`src/hdl/atrf_pkg.sv`:
```
// ----------------------------------------------------------------------------
// atrf_pkg
// types, constants and keyword match functions of the response framer
// ----------------------------------------------------------------------------
`timescale 1ns / 1ps
`default_nettype none

package atrf_pkg;

  localparam int WIN_DEPTH   = 10;
  localparam int FILL_W      = 4;
  localparam int KW_W        = 8 * (WIN_DEPTH + 1);
  localparam int QUEUE_DEPTH = 4;

  localparam logic [7:0] CH_CR  = 8'h0D;
  localparam logic [7:0] CH_LF  = 8'h0A;
  localparam logic [7:0] CH_SEP = 8'h7C;
  localparam logic [7:0] CH_NUL = 8'h00;

  typedef logic [1:0] kind_t;
  localparam kind_t KIND_BYTE  = 2'd0;
  localparam kind_t KIND_RESP  = 2'd1;
  localparam kind_t KIND_UNSOL = 2'd2;

  typedef enum logic {
    OP_PUSH,
    OP_LINE_END
  } op_t;

  // one queue entry: the commands caused by one input word
  typedef struct packed {
    op_t        op0;
    logic [7:0] byte0;
    logic       two;
    logic [7:0] byte1;
  } cmd_entry_t;

  // queue status seen by front and back
  typedef struct packed {
    logic full;
    logic empty;
  } q_stat_t;

  localparam logic [KW_W-1:0] KW_CONNECT = KW_W'("CONNECT");
  localparam logic [KW_W-1:0] KW_OK      = KW_W'("OK");
  localparam logic [KW_W-1:0] KW_BUSY    = KW_W'("BUSY");
  localparam logic [KW_W-1:0] KW_CMS     = KW_W'("+CMS ERROR:");
  localparam logic [KW_W-1:0] KW_CME     = KW_W'("+CME ERROR:");
  localparam logic [KW_W-1:0] KW_ERROR   = KW_W'("ERROR");
  localparam logic [KW_W-1:0] KW_NOCARR  = KW_W'("NO CARRIER");
  localparam logic [KW_W-1:0] KW_NOANS   = KW_W'("NO ANSWER");
  localparam logic [KW_W-1:0] KW_NODIAL  = KW_W'("NO DIALTONE");
  localparam logic [KW_W-1:0] KW_TAG     = KW_W'("+EMGSMS:");

  // word ends with b, earlier characters in the window (index 0 newest)
  function automatic logic ends_with(input logic [8*WIN_DEPTH-1:0] win,
                                     input logic [FILL_W-1:0]    fill,
                                     input logic [7:0]           b,
                                     input logic [KW_W-1:0]      word,
                                     input int                   len);
    logic hit;
    hit = (b == word[7:0]) && (int'(fill) >= len - 1);
    for (int j = 0; j < WIN_DEPTH; j++) begin
      if ((j < len - 1) && (win[8*j +: 8] != word[8*(j+1) +: 8])) begin
        hit = 1'b0;
      end
    end
    return hit;
  endfunction

  function automatic logic final_hit(input logic [8*WIN_DEPTH-1:0] win,
                                     input logic [FILL_W-1:0]    fill,
                                     input logic [7:0]           b);
    return ends_with(win, fill, b, KW_CONNECT, 7)  |
           ends_with(win, fill, b, KW_OK, 2)       |
           ends_with(win, fill, b, KW_BUSY, 4)     |
           ends_with(win, fill, b, KW_CMS, 11)     |
           ends_with(win, fill, b, KW_CME, 11)     |
           ends_with(win, fill, b, KW_ERROR, 5)    |
           ends_with(win, fill, b, KW_NOCARR, 10)  |
           ends_with(win, fill, b, KW_NOANS, 9)    |
           ends_with(win, fill, b, KW_NODIAL, 11);
  endfunction

  function automatic logic tag_hit(input logic [8*WIN_DEPTH-1:0] win,
                                   input logic [FILL_W-1:0]    fill,
                                   input logic [7:0]           b);
    return ends_with(win, fill, b, KW_TAG, 8);
  endfunction

endpackage

`default_nettype wire

```
`src/hdl/at_response_framer.sv`:
```
// an accepted input word passes through the command queue, then the output register
// throughput: one input word per cycle while each causes at most one output and out_tready is high;
//   output rate is one word per cycle while out_tready is high, set by the single back command unit
// a held cr followed by a byte other than cr, lf or nul yields two output words, the cr first
// reset: synchronous active-low rst_n clears queue, window, flags and valid
// ----------------------------------------------------------------------------
// at_response_framer
// splits a modem response stream into lines and frames them into packets
// ----------------------------------------------------------------------------
`timescale 1ns / 1ps
`default_nettype none

module at_response_framer #(
  parameter int QUEUE_DEPTH = atrf_pkg::QUEUE_DEPTH
) (
  input  wire        clk,
  input  wire        rst_n,
  input  wire        in_tvalid,
  output logic       in_tready,
  input  wire  [7:0] in_tdata,   // in_byte
  output logic       out_tvalid,
  input  wire        out_tready,
  output logic [7:0] out_tdata,  // out_byte
  output logic [1:0] out_tuser,  // out_kind
  output logic       out_tlast   // last_of_run
);
  import atrf_pkg::*;

  q_stat_t    q_stat;
  cmd_entry_t q_entry;
  cmd_entry_t q_head;
  logic       q_push;
  logic       q_pop;

  atrf_front u_front (
    .clk       (clk),
    .rst_n     (rst_n),
    .in_tvalid (in_tvalid),
    .in_tready (in_tready),
    .in_tdata  (in_tdata),
    .q_stat    (q_stat),
    .q_push    (q_push),
    .q_entry   (q_entry)
  );

  atrf_queue #(
    .DEPTH (QUEUE_DEPTH)
  ) u_queue (
    .clk        (clk),
    .rst_n      (rst_n),
    .push       (q_push),
    .push_entry (q_entry),
    .pop        (q_pop),
    .head       (q_head),
    .stat       (q_stat)
  );

  atrf_back u_back (
    .clk        (clk),
    .rst_n      (rst_n),
    .head       (q_head),
    .q_stat     (q_stat),
    .q_pop      (q_pop),
    .out_tvalid (out_tvalid),
    .out_tready (out_tready),
    .out_tdata  (out_tdata),
    .out_tuser  (out_tuser),
    .out_tlast  (out_tlast)
  );

endmodule

`default_nettype wire

```
`src/hdl/atrf_front.sv`:
```
// ----------------------------------------------------------------------------
// atrf_front
// accepts input words, resolves held cr and queues line commands
// ----------------------------------------------------------------------------
`timescale 1ns / 1ps
`default_nettype none

module atrf_front (
  input  wire                   clk,
  input  wire                   rst_n,
  input  wire                   in_tvalid,
  output logic                  in_tready,
  input  wire  [7:0]            in_tdata,   // in_byte
  input  atrf_pkg::q_stat_t     q_stat,
  output logic                  q_push,
  output atrf_pkg::cmd_entry_t  q_entry
);
  import atrf_pkg::*;

  logic cr_held_r;
  logic cr_held_nxt;
  logic wr;
  logic accept;

  assign in_tready = !q_stat.full;
  assign accept    = in_tvalid && in_tready;
  assign q_push    = accept && wr;

  always_comb begin
    cr_held_nxt   = cr_held_r;
    wr            = 1'b0;
    q_entry.op0   = OP_PUSH;
    q_entry.byte0 = in_tdata;
    q_entry.two   = 1'b0;
    q_entry.byte1 = in_tdata;
    if (in_tdata == CH_NUL) begin
      wr = 1'b0;
    end else if (cr_held_r) begin
      wr = 1'b1;
      if (in_tdata == CH_LF) begin
        q_entry.op0 = OP_LINE_END;
        cr_held_nxt = 1'b0;
      end else begin
        q_entry.byte0 = CH_CR;
        q_entry.two   = (in_tdata != CH_CR);
        cr_held_nxt   = (in_tdata == CH_CR);
      end
    end else if (in_tdata == CH_CR) begin
      cr_held_nxt = 1'b1;
    end else begin
      wr = 1'b1;
    end
  end

  always_ff @(posedge clk) begin
    if (!rst_n) begin
      cr_held_r <= 1'b0;
    end else if (accept) begin
      cr_held_r <= cr_held_nxt;
    end
  end

endmodule

`default_nettype wire

```
`src/hdl/atrf_queue.sv`:
```
// ----------------------------------------------------------------------------
// atrf_queue
// short command queue between front and back
// ----------------------------------------------------------------------------
`timescale 1ns / 1ps
`default_nettype none

module atrf_queue #(
  parameter int DEPTH = atrf_pkg::QUEUE_DEPTH
) (
  input  wire                   clk,
  input  wire                   rst_n,
  input  wire                   push,
  input  atrf_pkg::cmd_entry_t  push_entry,
  input  wire                   pop,
  output atrf_pkg::cmd_entry_t  head,
  output atrf_pkg::q_stat_t     stat
);
  import atrf_pkg::*;

  localparam int PTR_W = (DEPTH > 1) ? $clog2(DEPTH) : 1;
  localparam int CNT_W = $clog2(DEPTH + 1);

  cmd_entry_t       mem_r [DEPTH];
  logic [PTR_W-1:0] wptr_r;
  logic [PTR_W-1:0] rptr_r;
  logic [CNT_W-1:0] cnt_r;
  logic [PTR_W-1:0] wptr_nxt;
  logic [PTR_W-1:0] rptr_nxt;
  logic [CNT_W-1:0] cnt_nxt;
  logic             do_push;
  logic             do_pop;

  assign stat.full  = (cnt_r == CNT_W'(DEPTH));
  assign stat.empty = (cnt_r == '0);
  assign head       = mem_r[rptr_r];
  assign do_push    = push && !stat.full;
  assign do_pop     = pop && !stat.empty;

  always_comb begin
    wptr_nxt = wptr_r;
    rptr_nxt = rptr_r;
    cnt_nxt  = cnt_r;
    if (do_push) begin
      wptr_nxt = (wptr_r == PTR_W'(DEPTH - 1)) ? '0 : wptr_r + 1'b1;
    end
    if (do_pop) begin
      rptr_nxt = (rptr_r == PTR_W'(DEPTH - 1)) ? '0 : rptr_r + 1'b1;
    end
    if (do_push && !do_pop) begin
      cnt_nxt = cnt_r + 1'b1;
    end else if (do_pop && !do_push) begin
      cnt_nxt = cnt_r - 1'b1;
    end
  end

  always_ff @(posedge clk) begin
    if (!rst_n) begin
      wptr_r <= '0;
      rptr_r <= '0;
      cnt_r  <= '0;
    end else begin
      wptr_r <= wptr_nxt;
      rptr_r <= rptr_nxt;
      cnt_r  <= cnt_nxt;
    end
  end

  always_ff @(posedge clk) begin
    if (do_push) begin
      mem_r[wptr_r] <= push_entry;
    end
  end

endmodule

`default_nettype wire

```
`src/hdl/atrf_back.sv`:
```
// ----------------------------------------------------------------------------
// atrf_back
// runs queued commands: keyword window, line flags and output register
// ----------------------------------------------------------------------------
`timescale 1ns / 1ps
`default_nettype none

module atrf_back (
  input  wire                   clk,
  input  wire                   rst_n,
  input  atrf_pkg::cmd_entry_t  head,
  input  atrf_pkg::q_stat_t     q_stat,
  output logic                  q_pop,
  output logic                  out_tvalid,
  input  wire                   out_tready,
  output logic [7:0]            out_tdata,  // out_byte
  output logic [1:0]            out_tuser,  // out_kind
  output logic                  out_tlast   // last_of_run
);
  import atrf_pkg::*;

  logic [8*WIN_DEPTH-1:0] win_r, win_nxt;
  logic [FILL_W-1:0]      fill_r, fill_nxt;
  logic                   final_r, final_nxt;
  logic                   tag_r, tag_nxt;
  logic                   sub_r, sub_nxt;
  logic                   valid_r, valid_nxt;
  logic [7:0]             data_r, data_nxt;
  kind_t                  kind_r, kind_nxt;
  logic                   last_r, last_nxt;
  logic                   adv;
  logic                   go;
  logic                   cur_push;
  logic [7:0]             cur_byte;
  logic                   cur_last;

  assign adv      = !valid_r || out_tready;
  assign go       = !q_stat.empty && adv;
  assign cur_push = sub_r || (head.op0 == OP_PUSH);
  assign cur_byte = sub_r ? head.byte1 : head.byte0;
  assign cur_last = sub_r || !head.two;
  assign q_pop    = go && cur_last;

  always_comb begin
    win_nxt   = win_r;
    fill_nxt  = fill_r;
    final_nxt = final_r;
    tag_nxt   = tag_r;
    sub_nxt   = sub_r;
    valid_nxt = valid_r;
    data_nxt  = data_r;
    kind_nxt  = kind_r;
    last_nxt  = last_r;
    if (go) begin
      sub_nxt = !cur_last;
      if (cur_push) begin
        final_nxt = final_r | final_hit(win_r, fill_r, cur_byte);
        tag_nxt   = tag_r | tag_hit(win_r, fill_r, cur_byte);
        win_nxt   = {win_r[8*(WIN_DEPTH-1)-1:0], cur_byte};
        fill_nxt  = (fill_r == FILL_W'(WIN_DEPTH)) ? fill_r : fill_r + 1'b1;
        valid_nxt = 1'b1;
        data_nxt  = cur_byte;
        kind_nxt  = KIND_BYTE;
        last_nxt  = cur_last;
      end else begin
        valid_nxt = (fill_r != '0);
        last_nxt  = 1'b1;
        if (final_r) begin
          data_nxt = CH_NUL;
          kind_nxt = KIND_RESP;
        end else if (tag_r) begin
          data_nxt = CH_NUL;
          kind_nxt = KIND_UNSOL;
        end else begin
          data_nxt = CH_SEP;
          kind_nxt = KIND_BYTE;
        end
        win_nxt   = '0;
        fill_nxt  = '0;
        final_nxt = 1'b0;
        tag_nxt   = 1'b0;
      end
    end else if (adv) begin
      valid_nxt = 1'b0;
    end
  end

  always_ff @(posedge clk) begin
    if (!rst_n) begin
      win_r   <= '0;
      fill_r  <= '0;
      final_r <= 1'b0;
      tag_r   <= 1'b0;
      sub_r   <= 1'b0;
      valid_r <= 1'b0;
    end else begin
      win_r   <= win_nxt;
      fill_r  <= fill_nxt;
      final_r <= final_nxt;
      tag_r   <= tag_nxt;
      sub_r   <= sub_nxt;
      valid_r <= valid_nxt;
    end
  end

  always_ff @(posedge clk) begin
    data_r <= data_nxt;
    kind_r <= kind_nxt;
    last_r <= last_nxt;
  end

  assign out_tvalid = valid_r;
  assign out_tdata  = data_r;
  assign out_tuser  = kind_r;
  assign out_tlast  = last_r;

endmodule

`default_nettype wire

```
`config.mk`:
```
export PLATFORM = sky130hd
export DESIGN_NAME = at_response_framer
export DESIGN_NICKNAME = d
export VERILOG_FILES = /design/src/hdl/atrf_pkg.sv /design/src/hdl/at_response_framer.sv /design/src/hdl/atrf_front.sv /design/src/hdl/atrf_queue.sv /design/src/hdl/atrf_back.sv
export SDC_FILE = /design/constraint.sdc
export NUM_CORES = 1
export LEC_CHECK = 0
export ABC_CLOCK_PERIOD_IN_PS = 8400
export BUFFER_PORTS_ARGS = -buffer_cell sky130_fd_sc_hd__buf_4
export CORE_MARGIN = 2
export CORE_UTILIZATION = 55
export DETAILED_ROUTE_END_ITERATION = 10
export GPL_ROUTABILITY_DRIVEN = 0
export PLACE_DENSITY = 0.75
export RECOVER_POWER = 25
export SLEW_MARGIN = 20
export SYNTH_ARGS = -nofsm -noshare
export SYNTH_HDL_FRONTEND = slang
export SYNTH_SLANG_ARGS = --single-unit
```
`constraint.sdc`:
```
create_clock -name clk -period 8.4 [get_ports clk]
set_input_delay 0.84 -clock clk [delete_from_list [all_inputs] [get_ports clk]]
set_output_delay 0.84 -clock clk [all_outputs]
set_load 0.005 [all_outputs]
```
Yosys cells after proc, flatten, opt, wreduce, memory -nomap -nowiden
Memory sizes are Yosys's and may differ from the RTL's. A register that Yosys moved wholly into a read port is not among the register bits.
Index checks and enable logic that the tools add are counted.
{ "totals": {"register_bits": 107, "ram_bits": 72, "inputBits": 12, "output_inout_bits": 13, "word_cells": 249, "mem_count": 1} }
{ "memory_table": {"columns": ["name", "depth", "word_bits", "rd", "rd_ports_with_merged_regs", "write_ports", "line", "rtl"], "rows": [
  ["u_queue.mem_r", 4, 18, 1, 1, 1, "atrf_queue.sv:24", "cmd_entry_t mem_r [DEPTH];"]
]} }
{ "classes": {"addsub": 5, "n_lt_le_gt_ge": 8, "n_eq_ne": 60, "mux": 114, "bitwise": 12, "reduce_logical": 35} }
{ "op_table": {"columns": ["operator", "n"], "rows": [
  ["8-bit by 7-bit != test with 1-bit output, second input constant", 41],
  ["1-bit 2-to-1 mux", 97],
  ["80-bit 2-to-1 mux", 1],
  ["8-bit by 7-bit equality test with 1-bit output, second input constant", 5],
  ["8-bit by 6-bit != test with 1-bit output, second input constant", 5],
  ["8-bit 2-to-1 mux", 3],
  ["10-bit 2-to-1 mux", 2],
  ["1-bit logical AND", 17],
  ["8-bit by 4-bit equality test with 1-bit output, second input constant", 2],
  ["4-bit by 3-bit greater-or-equal comparator with 1-bit output, second input constant", 3],
  ["4-bit greater-or-equal comparator, second input constant", 3],
  ["2-bit 2-to-1 mux", 5],
  ["1-bit OR", 10],
  ["9-bit 2-to-1 mux", 1],
  ["8-bit by 6-bit equality test with 1-bit output, second input constant", 1],
  ["8-bit zero test", 1],
  ["4-bit 2-to-1 mux", 2],
  ["8-bit by 4-bit != test with 1-bit output, second input constant", 1],
  ["1-bit zero test", 7],
  ["7-bit 2-to-1 mux", 1],
  ["3-bit 2-to-1 mux", 2],
  ["2-bit by 1-bit adder with 2-bit output, second input constant", 2],
  ["4-bit by 1-bit adder with 4-bit output, second input constant", 1],
  ["2-bit equality test, second input constant", 2],
  ["14 further kinds", 19]
]} }

Logic depth before layout (Yosys ltp)
{ "depth": {"depth_word": 23, "depth_mapped": 11} }

Cells and area by module
Synthesis repeated with hierarchy kept, for this count alone.
{ "unflattened": {"cells_unflattened": 758, "area_unflattened_um2": 8079.0} }
{ "by_module_without_submodules": {"columns": ["module", "n_inst", "cells_each", "area_per_inst_um2", "seq_area_each_um2"], "rows": [
  ["atrf_back", 1, 575, 4679.5, 2092.0],
  ["atrf_queue", 1, 145, 3119.2, 2342.2],
  ["atrf_front", 1, 38, 280.3, 20.0]
]} }

Least setup slack after synthesis
OpenSTA, ideal clock, no wires.
{ "synth_timing": {"path_type": "in2reg", "from": "in in_tdata[5]", "to": "reg u_queue.cnt_r[2]", "setup_time_ps": 76, "arrival_time_ps": 3260, "slack_ps": 5065, "path_stages": 10, "n_path_buf": 0, "cell_sequence": "or4_1 -> or3_1 -> o311ai_1 -> nor2_1 -> ha_1 -> inv_1 -> fa_1 -> xor2_1 -> or3_1 -> a21boi_0"} }
{ "synth_via": {"elab_chain_cells": 9} }
{ "synth_rtl": {"columns": ["item", "line", "rtl"], "rows": [
  ["from (decl)", "at_response_framer.sv:20", "input wire [7:0] in_tdata,"],
  ["8-bit by 4-bit equality test with 1-bit output", "atrf_front.sv:48", "end else if (in_tdata == CH_CR) begin"],
  ["1-bit 2-to-1 mux", "atrf_front.sv:48", null],
  ["1-bit 2-to-1 mux", "atrf_front.sv:38", "end else if (cr_held_r) begin"],
  ["1-bit 2-to-1 mux *", "atrf_front.sv:36", "if (in_tdata == CH_NUL) begin"],
  ["1-bit logical AND *", "atrf_front.sv:27", "assign q_push = accept && wr;"],
  ["1-bit logical AND *", "atrf_queue.sv:37", "assign do_push = push && !stat.full;"],
  ["net u_queue.do_push", "atrf_queue.sv:31", "logic do_push;"],
  ["1-bit zero test", "atrf_queue.sv:52", "end else if (do_pop && !do_push) begin"],
  ["1-bit logical AND", "atrf_queue.sv:52", null],
  ["2-bit nonzero test (no source line)", null, null],
  ["to (signal assigned)", "atrf_queue.sv:65", "cnt_r <= cnt_nxt;"],
  ["to (decl)", "atrf_queue.sv:27", "logic [CNT_W-1:0] cnt_r;"]
]} }
The timed path passes the listed nets; every way through them passes the cells marked *.
A chain may end at the register's enable or synchronous reset.

Final worst setup path
Same ends and word-level chain as after synthesis.

==> results.toml <==
[placement]
dp.final_hpwl_um = 11300
total_placed_instance_area_um2 = 8150
port-buffer-count = 24
placedCellCount = 914
worst_setup_timing_slack_at_the_placement_stage_ns = 4.63

[timing]
setup_slack_ns = 4.98
finalSetupTns_ns = 0
max_slew_margin = 0.348
clock_skew_ns = 0.00907
hold_violations = 0
time_the_final_worst_path_needs_with_i_o_delays_and_setup_ns = 3.42
final_min_period_over_clock_period = 0.407
setup_viols_final = 0
timing.final.max_slew_violations = 0
maxClockFrequency_ghz = 0.292
slew_at_the_pin_closest_to_its_max_slew_limit_ns = 0.976
rsz0062_at_grt = "no"

[cts]
clock_edge_transition_at_the_registers_on_the_reported_setup_and_hold_paths_ns = 0.06
clk_root_buffer_cell = "sky130_fd_sc_hd__clkbuf_16"
cts_max_path_buffers = 2
ctsResizeCount = 0
clkLatencyLatePin_ns = 0.44
numCtsBuffers = 17
postCtsHoldBufs = 0
cts_setup_buffers = 0
cts_num_sinks = 181
tritoncts = "done"
clock_tree.htree_level_count = 4

[detailed_routing]
totalWireLength_um = 17500
highest_layer = "met4"
wl_met1_um = 7070
initialDrtViolationCount = 435
detailroute.wirelength.met2_um = 8920
post_drt_wl_per_cell_um = 18.5
met3_wirelength_um = 1090
drt_pass1_iterations = 5
remaining_drc_errors = 0
viasPerCell = 6.08
ant_nets = 0
route.vias.total = 5755

[setup_path]
element_type_at_the_critical_path_end = "flip-flop"
max_stage_delay_ns = 0.61
r2r_end = "u_queue.cnt_r[2]"
regToRegSetupSlack_ns = 5.02
sequence_of_cells_on_the_critical_path = "clkbuf_1, or4_1, or3_1, o311ai_1, nor2_1, ha_1, inv_1, fa_1, xor2_1, or3_1, a21boi_0"
cp.arrival_ns = 3.77
worst-r2r-cell-count = 11
critical_path.startpoint_type = "input port"
crit_path_slowest_cell = "sky130_fd_sc_hd__or4_1"
cp-startpoint = "in_tdata[5]"
crit_type = "in -> reg"
cp_common_cell = "sky130_fd_sc_hd__or3_1"
timing.critical_path.required_ns = 8.75
critical_path.reg2reg.startpoint = "u_queue.cnt_r[0]"
endpoint = "u_queue.cnt_r[2]"
critical_path.max_fanout = 7

[logic_synthesis]
number_of_different_library_cells_in_the_post_synthesis_netlist = 60
yosys-top-cells-area = "sky130_fd_sc_hd__edfxtp_1 (32%), sky130_fd_sc_hd__dfxtp_1 (25%), sky130_fd_sc_hd__nand2_1 (8.7%)"
synth_seq_area_share = 0.564
synth_edf_count = 83
ys_ff_latch = 181
synth_fp_nets = 770
synth_largest_area_cell = "sky130_fd_sc_hd__edfxtp_1"
synth_cells = 748
synth_top_family_by_area = "simple AND/OR/NAND/NOR gates"
yosys.area_share.adder = 0.0168
synth_xor_xnor_area_share = 0.00444
synth_warnings = 0
synthesis.area_um2 = 7890
syn-mean-instance-area_um2 = 10.6
mux_contribution_to_synthesized_area = 0.0764
synth-async-reset-ratio = 0
synth-compound-area-share = 0.0842
yosys.area.top_type_share = 0.316
synth_flop_cell = "sky130_fd_sc_hd__dfxtp_1"
yosys.area_share.simple = 0.228

[min_path]
holdCritStartpoint = "u_back.win_r[70]"
hold_class = "reg -> reg"

[global_route]
grt.total_usage = 0.244
number_of_antenna_violations_at_the_first_check_in_global_routing = 0
vias_in_the_first_global_route = 5728
grt_max_degree = 93
grt_overflow_total = 0
global_route_wire_length_before_repair_um = 28200

[floorplan]
die_y_um = 124
ios = 25
start_util = 0.566
coreArea_um2 = 13900
std_cell_rows = 43
floorplan.die.width_um = 124
fp.dieArea_um2 = 15300

[pwr]
power.ir.vdd_worst_uv = 231
total_leakage_power_nw = 2.77
totalPowerFinal_mw = 2.66
power-per-cell-area_nw_per_um2 = 305

[run]
max_cap_violations = 0

[final_layout]
fin_cells = 946
post_route_cells_drive_above_1_share = 0.0822
layout-area-overhead-vs-synth_pct = 10.6
net_total_in_the_final_layout = 775
fillerInstances = 1055
final_design_area_no_fill_um2 = 8730
antenna_cells = 0

[run_status]
run_status = "finished clean"
power by group:
part	switching, mW	internal [mW]
clock network	0.331	0.473
registers	0.112	1.05
logic	0.450	0.246
cell type report:
type                    count  area (µm²)  share of cell area
repair buffers             27         173              0.0198
multi-input cells         519        3240               0.372
clock buffers              22         485              0.0556
well taps                 180         225              0.0258
flip-flops and latches    181        4450               0.510
clock inverters            10         120              0.0138
inverters                   7        26.3             0.00301
cells by family (layout without fill, tap and decap cells):
group	after synthesis	after routing
AO/OA/AOI/OAI	118	118
XOR/XNOR	4	4
adder cells (fa/ha/maj)	10	10
buffers and inverters	48	66
flip-flops	181	181
multiplexers	29	29
AND/OR/NAND/NOR	358	358
sequential cells by signal (all words and copies together), names as in the netlist, named ones only:
register           flops
u_back.out_tvalid      1
u_back.sub_r           1
u_queue.mem_r         72
u_back.fill_r          4
u_back.out_tlast       1
u_back.tag_r           1
u_front.cr_held_r      1
u_back.win_r          80
u_queue.wptr_r         2
u_back.final_r         1
u_back.out_tuser       2
u_queue.rptr_r         2
u_queue.cnt_r          3
u_back.out_tdata       8
critical path: cells and delay by family:
kind                       cells  cell delay [ns]
AOI/OAI and AO/OA              2             0.60
adders and majority gates      2             0.47
and+or+nand+nor                4             1.58
buffers and inverters          2             0.21
xor gates and xnor gates       1             0.08
stage by stage:
step / utilization / hold slack (ns)
global route: 0.626 / 0.500
global placement: 0.585 / 0.456
floorplan: - / 0.440
finish: 0.626 / 0.472
detailed placement: 0.585 / 0.466
CTS: 0.628 / 0.475
worst min-delay path by stage:
stage,end,cells past startpoint
after CTS,u_back.win_r[70],2
after global placement,u_back.win_r[46],2
after global routing,u_back.win_r[46],2
after detailed placement,u_back.win_r[47],2
after floorplan,u_back.win_r[78],2
final,u_back.win_r[78],2
cell usage in the layout (no fill, tap or decap), types with 3 or more instances in the layout:
| cell type | n |
|---|---|
| sky130_fd_sc_hd__nor4b_1 | 12 |
| sky130_fd_sc_hd__nor3b_1 | 9 |
| sky130_fd_sc_hd__buf_4 | 6 |
| sky130_fd_sc_hd__mux4_1 | 17 |
| sky130_fd_sc_hd__clkbuf_16 | 18 |
| sky130_fd_sc_hd__and2_1 | 11 |
| sky130_fd_sc_hd__a21oi_1 | 82 |
| sky130_fd_sc_hd__edfxtp_1 | 83 |
| sky130_fd_sc_hd__ha_1 | 9 |
| sky130_fd_sc_hd__nand2_1 | 183 |
| sky130_fd_sc_hd__clkbuf_4 | 13 |
| sky130_fd_sc_hd__nor4bb_1 | 5 |
| sky130_fd_sc_hd__or3_1 | 6 |
| sky130_fd_sc_hd__clkinv_4 | 3 |
| sky130_fd_sc_hd__o21a_1 | 5 |
| sky130_fd_sc_hd__dfxtp_1 | 98 |
| sky130_fd_sc_hd__nor4_1 | 13 |
| sky130_fd_sc_hd__nor2_1 | 25 |
| sky130_fd_sc_hd__nand4_1 | 18 |
| sky130_fd_sc_hd__mux2i_1 | 6 |
| sky130_fd_sc_hd__nand2b_1 | 8 |
| sky130_fd_sc_hd__or4_1 | 3 |
| sky130_fd_sc_hd__nor3_1 | 17 |
| sky130_fd_sc_hd__nand3_1 | 11 |
| sky130_fd_sc_hd__clkbuf_1 | 10 |
| sky130_fd_sc_hd__nor2b_1 | 17 |
| sky130_fd_sc_hd__a21boi_0 | 7 |
| sky130_fd_sc_hd__nand4b_1 | 6 |
| sky130_fd_sc_hd__o21ai_0 | 9 |
| sky130_fd_sc_hd__inv_1 | 6 |
| sky130_fd_sc_hd__xor2_1 | 3 |
Yosys cell counts (11+ instances only):
cell                       number
sky130_fd_sc_hd__nand2_1      183
sky130_fd_sc_hd__dfxtp_1       98
sky130_fd_sc_hd__edfxtp_1      83
sky130_fd_sc_hd__a21oi_1       82
sky130_fd_sc_hd__clkbuf_1      33
sky130_fd_sc_hd__nor2_1        25
sky130_fd_sc_hd__nand4_1       18
sky130_fd_sc_hd__mux4_1        17
sky130_fd_sc_hd__nor2b_1       17
sky130_fd_sc_hd__nor3_1        17
sky130_fd_sc_hd__nor4_1        13
sky130_fd_sc_hd__nor4b_1       12
sky130_fd_sc_hd__and2_1        11
sky130_fd_sc_hd__nand3_1       11
per-layer routing:
metal	vias up	global-route usage
met1	2765	0.290
met2	229	0.422
met3	41	0.0586
met4	0	0.108
li1	2720	-
met5	-	0
Note: power is estimated with default switching activity, not from simulation.
